==> src/rtl/ptt_pkg.sv <==
// Shared constants for the periodic timer table: field widths, request codes
// and result status codes. Depends on nothing.
`default_nettype none

package ptt_pkg;

   localparam int KEY_BITS    = 16;
   localparam int PERIOD_BITS = 32;
   localparam int STATUS_BITS = 2;

   // Request kinds.
   localparam logic REQ_ADD   = 1'b0;
   localparam logic REQ_CHECK = 1'b1;

   // Result status codes.
   localparam logic [STATUS_BITS-1:0] STATUS_NEW     = 2'd0;
   localparam logic [STATUS_BITS-1:0] STATUS_UPDATED = 2'd1;
   localparam logic [STATUS_BITS-1:0] STATUS_FULL    = 2'd2;

endpackage : ptt_pkg

`default_nettype wire

==> src/rtl/ptt_cell.sv <==
// One timer slot of the rotating ring: valid bit, key, period and due time.
// Depends on ptt_pkg for the key and period widths.
`default_nettype none

module ptt_cell
   import ptt_pkg::*;
#(
   parameter int TICK_BITS = 48
) (
   input  wire logic                   clock,
   input  wire logic                   reset,
   input  wire logic                   shift,
   input  wire logic                   in_valid,
   input  wire logic [KEY_BITS-1:0]    in_key,
   input  wire logic [PERIOD_BITS-1:0] in_period,
   input  wire logic [TICK_BITS-1:0]   in_due,
   output logic                        out_valid,
   output logic [KEY_BITS-1:0]         out_key,
   output logic [PERIOD_BITS-1:0]      out_period,
   output logic [TICK_BITS-1:0]        out_due
);

   logic                   valid_ff;
   logic [KEY_BITS-1:0]    key_ff;
   logic [PERIOD_BITS-1:0] period_ff;
   logic [TICK_BITS-1:0]   due_ff;

   always_ff @(posedge clock) begin
      if (reset) begin
         valid_ff <= 1'b0;
      end else if (shift) begin
         valid_ff <= in_valid;
      end
   end

   // The payload moves with the valid bit and needs no reset.
   always_ff @(posedge clock) begin
      if (shift) begin
         key_ff    <= in_key;
         period_ff <= in_period;
         due_ff    <= in_due;
      end
   end

   assign out_valid  = valid_ff;
   assign out_key    = key_ff;
   assign out_period = period_ff;
   assign out_due    = due_ff;

endmodule : ptt_cell

`default_nettype wire

==> src/rtl/periodic_timer_table.sv <==
// Top level of the periodic timer table: the ring of slot cells and the head
// sequencer that serves add and check requests. Depends on ptt_pkg, ptt_cell.
`default_nettype none

// The table keeps up to TIMER_SLOTS periodic timers in insertion order, held
// in a ring of cells that rotates one slot per cycle past a single head unit
// while a request is served and no due timer must wait because the previous
// report still sits unaccepted on the result port. Each request takes one
// full turn of the ring, after which the final result is handed over to the
// result register as soon as that register is free. The next request is
// accepted in the cycle after the final result has been registered.
// An add request searches the turn for its key: a match gets the new period
// and is rescheduled to the current tick plus that period (status updated);
// without a match the entry is placed in the first unused slot and is due at
// once (status new); with no free slot the request is refused (status full).
// An add always gives exactly one result, marked last. A check request
// reports every valid timer whose due time is not later than the current
// tick, in slot order, and advances each of them by one period; the final
// report is marked last, and when nothing is due a single empty result marked
// last is returned. All time sums wrap modulo 2^TICK_BITS, and the due test
// is a plain unsigned compare. A new request is taken once the final result
// of the previous one has moved into the result register.

module periodic_timer_table
   import ptt_pkg::*;
#(
   parameter int TIMER_SLOTS = 16,
   parameter int TICK_BITS   = 48
) (
   input  wire logic                   clock,
   input  wire logic                   reset,
   input  wire logic                   req_valid,
   output logic                        req_ready,
   input  wire logic                   req_type,
   input  wire logic [KEY_BITS-1:0]    req_timer_key,
   input  wire logic [PERIOD_BITS-1:0] req_period,
   input  wire logic [TICK_BITS-1:0]   req_current_tick,
   output logic                        rsp_valid,
   input  wire logic                   rsp_ready,
   output logic                        rsp_fired,
   output logic [KEY_BITS-1:0]         rsp_fired_key,
   output logic [STATUS_BITS-1:0]      rsp_status,
   output logic                        rsp_last
);

   // Step counter and fill count both need to hold TIMER_SLOTS itself.
   localparam int SW = $clog2(TIMER_SLOTS + 1);
   localparam logic [SW-1:0] SLOT_COUNT = SW'(TIMER_SLOTS);
   localparam int SUM_W = ((TICK_BITS > PERIOD_BITS) ? TICK_BITS : PERIOD_BITS) + 1;

   // Ring of cells. Cell 0 is the head; cell i takes the entry of cell i+1,
   // and the last cell takes the entry that leaves the head unit.
   logic                   ring_valid  [TIMER_SLOTS];
   logic [KEY_BITS-1:0]    ring_key    [TIMER_SLOTS];
   logic [PERIOD_BITS-1:0] ring_period [TIMER_SLOTS];
   logic [TICK_BITS-1:0]   ring_due    [TIMER_SLOTS];

   logic                   head_valid;
   logic [KEY_BITS-1:0]    head_key;
   logic [PERIOD_BITS-1:0] head_period;
   logic [TICK_BITS-1:0]   head_due;
   logic                   shift;

   for (genvar i = 0; i < TIMER_SLOTS; i++) begin : g_cell
      if (i == TIMER_SLOTS - 1) begin : g_tail
         ptt_cell #(.TICK_BITS(TICK_BITS)) u_cell (
            .clock      (clock),
            .reset      (reset),
            .shift      (shift),
            .in_valid   (head_valid),
            .in_key     (head_key),
            .in_period  (head_period),
            .in_due     (head_due),
            .out_valid  (ring_valid[i]),
            .out_key    (ring_key[i]),
            .out_period (ring_period[i]),
            .out_due    (ring_due[i])
         );
      end else begin : g_body
         ptt_cell #(.TICK_BITS(TICK_BITS)) u_cell (
            .clock      (clock),
            .reset      (reset),
            .shift      (shift),
            .in_valid   (ring_valid[i+1]),
            .in_key     (ring_key[i+1]),
            .in_period  (ring_period[i+1]),
            .in_due     (ring_due[i+1]),
            .out_valid  (ring_valid[i]),
            .out_key    (ring_key[i]),
            .out_period (ring_period[i]),
            .out_due    (ring_due[i])
         );
      end
   end

   // Request being served.
   logic                   busy_ff, busy_in;
   logic                   op_ff;
   logic [KEY_BITS-1:0]    key_ff;
   logic [PERIOD_BITS-1:0] period_ff;
   logic [TICK_BITS-1:0]   now_ff;
   logic [SW-1:0]          step_ff, step_in;
   logic [SW-1:0]          used_ff, used_in;
   logic                   found_ff, found_in;
   logic                   appended_ff, appended_in;

   // A due timer waits here until the next one is found or the turn ends,
   // which decides whether it is the last report.
   logic                   pend_vld_ff, pend_vld_in;
   logic [KEY_BITS-1:0]    pend_key_ff, pend_key_in;

   // Result register.
   logic                   rsp_valid_ff, rsp_valid_in;
   logic                   rsp_fired_ff, rsp_fired_in;
   logic [KEY_BITS-1:0]    rsp_key_ff, rsp_key_in;
   logic [STATUS_BITS-1:0] rsp_status_ff, rsp_status_in;
   logic                   rsp_last_ff, rsp_last_in;

   logic accept;
   logic out_free;
   logic turning;
   logic final_step;
   logic key_match;
   logic due_now;
   logic fire;
   logic advance;
   logic [SUM_W-1:0] resched_sum;
   logic [SUM_W-1:0] advance_sum;

   assign req_ready  = !busy_ff;
   assign accept     = req_valid && req_ready;
   assign out_free   = !rsp_valid_ff || rsp_ready;
   assign turning    = busy_ff && (step_ff != SLOT_COUNT);
   assign final_step = busy_ff && (step_ff == SLOT_COUNT);

   assign key_match   = ring_valid[0] && (ring_key[0] == key_ff);
   assign due_now     = ring_valid[0] && (now_ff >= ring_due[0]);
   assign fire        = (op_ff == REQ_CHECK) && due_now;
   assign resched_sum = SUM_W'(now_ff) + SUM_W'(period_ff);
   assign advance_sum = SUM_W'(ring_due[0]) + SUM_W'(ring_period[0]);

   // A second due timer may only be found once the waiting one can leave.
   assign advance = !fire || !pend_vld_ff || out_free;
   assign shift   = turning && advance;

   // Head unit: the entry at cell 0 is updated on its way to the tail.
   always_comb begin
      head_valid  = ring_valid[0];
      head_key    = ring_key[0];
      head_period = ring_period[0];
      head_due    = ring_due[0];
      found_in    = found_ff;
      appended_in = appended_ff;
      used_in     = used_ff;
      if (op_ff == REQ_ADD) begin
         if (key_match) begin
            head_period = period_ff;
            head_due    = resched_sum[TICK_BITS-1:0];
            found_in    = 1'b1;
         end else if (!found_ff && !appended_ff && (step_ff == used_ff) &&
                      (used_ff != SLOT_COUNT)) begin
            // Slots are filled in order, so the search is complete here.
            head_valid  = 1'b1;
            head_key    = key_ff;
            head_period = period_ff;
            head_due    = now_ff;
            appended_in = 1'b1;
            used_in     = used_ff + SW'(1);
         end
      end else if (due_now) begin
         head_due = advance_sum[TICK_BITS-1:0];
      end
      if (!shift) begin
         found_in    = found_ff;
         appended_in = appended_ff;
         used_in     = used_ff;
      end
   end

   // Sequencer and result path.
   always_comb begin
      busy_in       = busy_ff;
      step_in       = step_ff;
      pend_vld_in   = pend_vld_ff;
      pend_key_in   = pend_key_ff;
      rsp_valid_in  = rsp_valid_ff && !rsp_ready;
      rsp_fired_in  = rsp_fired_ff;
      rsp_key_in    = rsp_key_ff;
      rsp_status_in = rsp_status_ff;
      rsp_last_in   = rsp_last_ff;

      if (accept) begin
         busy_in     = 1'b1;
         step_in     = '0;
         pend_vld_in = 1'b0;
      end else if (shift) begin
         step_in = step_ff + SW'(1);
         if (fire) begin
            if (pend_vld_ff) begin
               rsp_valid_in  = 1'b1;
               rsp_fired_in  = 1'b1;
               rsp_key_in    = pend_key_ff;
               rsp_status_in = STATUS_NEW;
               rsp_last_in   = 1'b0;
            end
            pend_vld_in = 1'b1;
            pend_key_in = ring_key[0];
         end
      end else if (final_step && out_free) begin
         busy_in      = 1'b0;
         pend_vld_in  = 1'b0;
         rsp_valid_in = 1'b1;
         rsp_last_in  = 1'b1;
         if (op_ff == REQ_ADD) begin
            rsp_fired_in = 1'b0;
            rsp_key_in   = '0;
            if (found_ff) begin
               rsp_status_in = STATUS_UPDATED;
            end else if (appended_ff) begin
               rsp_status_in = STATUS_NEW;
            end else begin
               rsp_status_in = STATUS_FULL;
            end
         end else begin
            rsp_fired_in  = pend_vld_ff;
            rsp_key_in    = pend_vld_ff ? pend_key_ff : '0;
            rsp_status_in = STATUS_NEW;
         end
      end
   end

   always_ff @(posedge clock) begin
      if (reset) begin
         busy_ff      <= 1'b0;
         step_ff      <= '0;
         used_ff      <= '0;
         found_ff     <= 1'b0;
         appended_ff  <= 1'b0;
         pend_vld_ff  <= 1'b0;
         rsp_valid_ff <= 1'b0;
      end else begin
         busy_ff      <= busy_in;
         step_ff      <= step_in;
         used_ff      <= used_in;
         found_ff     <= accept ? 1'b0 : found_in;
         appended_ff  <= accept ? 1'b0 : appended_in;
         pend_vld_ff  <= pend_vld_in;
         rsp_valid_ff <= rsp_valid_in;
      end
   end

   always_ff @(posedge clock) begin
      if (accept) begin
         op_ff     <= req_type;
         key_ff    <= req_timer_key;
         period_ff <= req_period;
         now_ff    <= req_current_tick;
      end
      pend_key_ff   <= pend_key_in;
      rsp_fired_ff  <= rsp_fired_in;
      rsp_key_ff    <= rsp_key_in;
      rsp_status_ff <= rsp_status_in;
      rsp_last_ff   <= rsp_last_in;
   end

   assign rsp_valid     = rsp_valid_ff;
   assign rsp_fired     = rsp_fired_ff;
   assign rsp_fired_key = rsp_key_ff;
   assign rsp_status    = rsp_status_ff;
   assign rsp_last      = rsp_last_ff;

   // The fill count never passes the number of slots.
   a_used_bound: assert property (@(posedge clock) disable iff (reset)
      used_ff <= SLOT_COUNT)
      else $error("fill count exceeds the number of slots");

   // A waiting report only exists during a check request.
   a_pend_check: assert property (@(posedge clock) disable iff (reset)
      pend_vld_ff |-> (busy_ff && (op_ff == REQ_CHECK)))
      else $error("report waiting outside a check request");

   // Ending a turn always delivers a final result marked last.
   a_final_result: assert property (@(posedge clock) disable iff (reset)
      (final_step && out_free) |=> (rsp_valid && rsp_last && !busy_ff))
      else $error("turn ended without a final result");

   // A result that reports no timer is always the final one with key zero.
   a_empty_last: assert property (@(posedge clock) disable iff (reset)
      (rsp_valid && !rsp_fired) |-> (rsp_last && (rsp_fired_key == '0)))
      else $error("empty result not marked last or key not zero");

endmodule : periodic_timer_table

`default_nettype wire
==> config.mk <==
export PLATFORM = sky130hd
export DESIGN_NAME = periodic_timer_table
export DESIGN_NICKNAME = d
export VERILOG_FILES = /design/src/rtl/ptt_pkg.sv /design/src/rtl/ptt_cell.sv /design/src/rtl/periodic_timer_table.sv
export SDC_FILE = /design/constraint.sdc
export NUM_CORES = 1
export LEC_CHECK = 0
export ABC_AREA = 1
export BUFFER_PORTS_ARGS = -buffer_cell sky130_fd_sc_hd__buf_4
export CAP_MARGIN = 20
export CORE_AREA = 2 2 327 329
export CTS_CLUSTER_SIZE = 16
export DETAILED_ROUTE_END_ITERATION = 12
export DIE_AREA = 0 0 329 331
export GPL_ROUTABILITY_DRIVEN = 0
export PLACE_DENSITY = 0.74
export SLEW_MARGIN = 20
export SYNTH_ARGS = -nofsm -noshare
export SYNTH_HDL_FRONTEND = slang
export SYNTH_SLANG_ARGS = --single-unit
==> constraint.sdc <==
create_clock -name clock -period 27.4 [get_ports clock]
set_input_delay 5.48 -clock clock [delete_from_list [all_inputs] [get_ports clock]]
set_output_delay 5.48 -clock clock [all_outputs]
set_load 0.02 [all_outputs]
==> run metrics <==
multiplexer area fraction after synthesis less than 1%; Max-Cap Viols 0; Net Count, Synth 3,856; vias per cell 5.56; post-synthesis register bit count between 1,500 and 2,000; drt wl/cell between 20 and 25 µm; complex-gate fraction of the synthesized area under 10%; kind of critical path primary input to flop; CP required 27.77 ns; most frequent cells in the layout edfxtp_1, nand2_1, inv_1; Clock Tree Root clkbuf_16; Hold-fix buffers, CTS 0; EDFF count, synth approximately 1,700; vias in the first global route roughly 29,000; switching portion of total power 22.0%; CTS buffer count roughly 160; critical path peak fanout roughly 160; setup_tns 0 ns; CTS clk-pin slew, worst paths 0.06 ns; Seq pwr share between 50 and 60%; startpoint types primary input; First-pass DRT Iterations 7; diodes inserted 0; PD cells 80.6 nW/µm²; detailed-route wire length about 120,000 µm; syn avg cell area 16.7 µm²; Leak roughly 0.024 µW; H-tree levels 4; most frequent CP cell buf_4; CP cell instances buf_4 -> nor2_1 -> nand4_1 -> nand2_2 -> inv_8 -> buf_4 -> buf_4 -> buf_4; clk sink count approximately 1,700; sequential area share after synthesis 83.4%; buffers added on ports roughly 120; antenna violations before repair 5; HP Class flop to flop; Simple-Gate Fraction of Synth Area between 6 and 7%; largest area contributor in the netlist edfxtp_1; Adder-Cell Fraction of Synth Area 2.45%; asr flop ratio synth 0%; xor/xnor share of the synthesized area less than 1%; status complete, no violations; Worst path top cell family by delay buffers and inverters; Final Setup Violations 0; die area 109,000 µm²; CTS tree yes; clk_lat worst skew 0.78 ns; slowest cell delay on critical path about 0.95 ns; worst path arrival time approximately 10 ns; Comb power frac 5.2%; Period minus WS final 9.44 ns; largest family of logic cells by synthesized area simple AND/OR/NAND/NOR gates; count of final hold-check violations 0; Worst path slowest cell buf_4; Peak Freq ~110 MHz; Clock Skew about 0.057 ns; area grow syn2layout 12.8%; P_int 4310 µW; row count between 100 and 150; Tot Pwr ~5500 µW; Sw Pwr 1220 µW; Setup crit end kind flop; residual DRC count 0; YS warnings 0; Cells after Synth ~3,600; Initial Util 58.0%; GRT Resource Usage Total approximately a fifth; Mapped Area roughly 61,000 µm²; Final Max Tran Viols 0; Die H 331 µm; placed cell count slightly above 5,000; ys flop type edfxtp_1; cts repair resizes 0; clock share of power between 30% and 40%; Placeable Area approximately 100,000 µm²; first-pass GRT wire length 170,000 µm; crit share post-route approximately 34%; largest net degree at the start of global routing 206; vias post-DR approximately 30,000; Cell Count, Final, Fillers Out 5,421; Final nets between 4,000 and 5,000; CTS max path bufs 3; synth top area cells edfxtp_1, nand2_1, ha_1; RSZ-0062 raised after global routing no; global route total overflow 0; Yosys cell types 46; top cell type's share of synthesized area between 80% and 90%; commonest non-fill, non-tap cell in the layout edfxtp_1; DRT antenna net count 0; I/O pin cnt between 100 and 150; Slew @ Worst Pin roughly 1.1 ns; die width 329 µm; Slew HR between 20 and 30%; Post-DP HPWL roughly 70,000 µm; Buf/Inv on CP 5; setup bufs post-CTS 0; layout cells sized above 1 approximately a tenth; 1st-iter DRT viols roughly 3,300; worst vdd ir 0.0697 mV
power groups by stage:
stage          registers [µW]  clock network (µW)  logic [µW]
2_1_floorplan            3230                   0         193
3_5_place_dp             3150                   0         282
5_1_grt                  3110                2290         318
4_1_cts                  3100                2200         285
6_report                 3100                2140         289
3_3_place_gp             3140                   0         278
layout make-up:
class | count | area [µm²]
inverters | 284 | 1070
multi-input cells | 1607 | 8790
clock buffers | 193 | 4150
well taps | 1391 | 1740
repair buffers | 146 | 1150
flip-flops and latches | 1700 | 50700
fillers | 6928 | 36400
clock inverters | 100 | 951
cells in the mapped netlist (all sizes together) (5+ instances only):
cell / count
o21bai: 13
or2: 8
a21oi: 186
a21o: 7
edfxtp: 1669
a31oi: 15
nand2: 473
xor2: 46
mux2: 31
o21ai: 149
clkbuf: 19
nand3: 120
inv: 283
xnor2: 20
nor4: 17
nor2: 262
o211ai: 18
dfxtp: 31
buf: 27
o21a: 5
ha: 116
nor3: 52
nand4: 41
o221ai: 8
flip-flops by register name, summed over array words and instances, names as in the netlist, 15 cells and up:
register                         count
g_cell.g_body.u_cell.out_valid      15
pend_key_ff                         16
g_cell.g_tail.u_cell.out_due        48
g_cell.g_body.u_cell.out_due       720
g_cell.g_body.u_cell.out_period    480
g_cell.g_tail.u_cell.out_key        16
g_cell.g_tail.u_cell.out_period     32
rsp_fired_key                       16
now_ff                              48
key_ff                              16
period_ff                           32
g_cell.g_body.u_cell.out_key       240
worst register-to-register path, stage by stage, from the launching register on:
cell,delay [ns]
edfxtp_1,0.56
ha_1,0.39
nand2_1,0.08
inv_1,0.04
nand2_1,0.07
nor2_1,0.05
nand2_1,0.16
nor2_1,0.06
nand2_1,0.06
nand2_1,0.10
nor2_1,0.20
nand2_1,0.22
nand4_1,0.17
nand2_2,0.30
inv_8,0.86
buf_4,0.90
buf_4,0.97
buf_4,1.01
final timing paths:
| check | startpoint | to | slack [ns] | cells past startpoint |
|---|---|---|---|---|
| max | rsp_ready | g_cell[5].g_body.u_cell.out_due[23] | 17.96 | 8 |
| min | g_cell[11].g_body.u_cell.out_due[36] | g_cell[10].g_body.u_cell.out_due[36] | 0.38 | 0 |
| max reg2reg | now_ff[37] | g_cell[5].g_body.u_cell.out_due[23] | 20.77 | 17 |
| min reg2reg | g_cell[11].g_body.u_cell.out_due[36] | g_cell[10].g_body.u_cell.out_due[36] | 0.38 | 0 |
cell families (layout without fill, tap and decap cells):
logic type	count (synthesis)	count (layout)
DFF	1700	1700
and+or+nand+nor	984	984
AOI/OAI and AO/OA	408	408
buffers and inverters	330	723
adders and majority gates	118	118
xor gates and xnor gates	66	66
muxes	31	31
metrics by stage:
stage | utilization, % | hold WS, ns | area (µm²) | setup slack, ns
4_1_cts | 65.3 | 0.383 | 68600 | 18.05
3_5_place_dp | 60.5 | 0.405 | 63500 | 17.23
5_1_grt | 65.3 | 0.397 | 68600 | 17.59
3_3_place_gp | 60.5 | 0.400 | 63500 | 17.34
6_report | 65.3 | 0.382 | 68600 | 17.96
2_1_floorplan | - | 0.400 | 60800 | 2.64
layer usage:
layer  up-vias  share of wire (%)  GRT usage [%]  routed length, µm
met2      1297                 45           31.6              52000
met5         -                  0              0                  0
li1      13900                  -              -                  -
met4         0                4.6           10.5               5320
met3       301                7.4           3.54               8540
met1     14600                 43           30.9              49100
No activity file was read; power rests on OpenSTA's default activity.
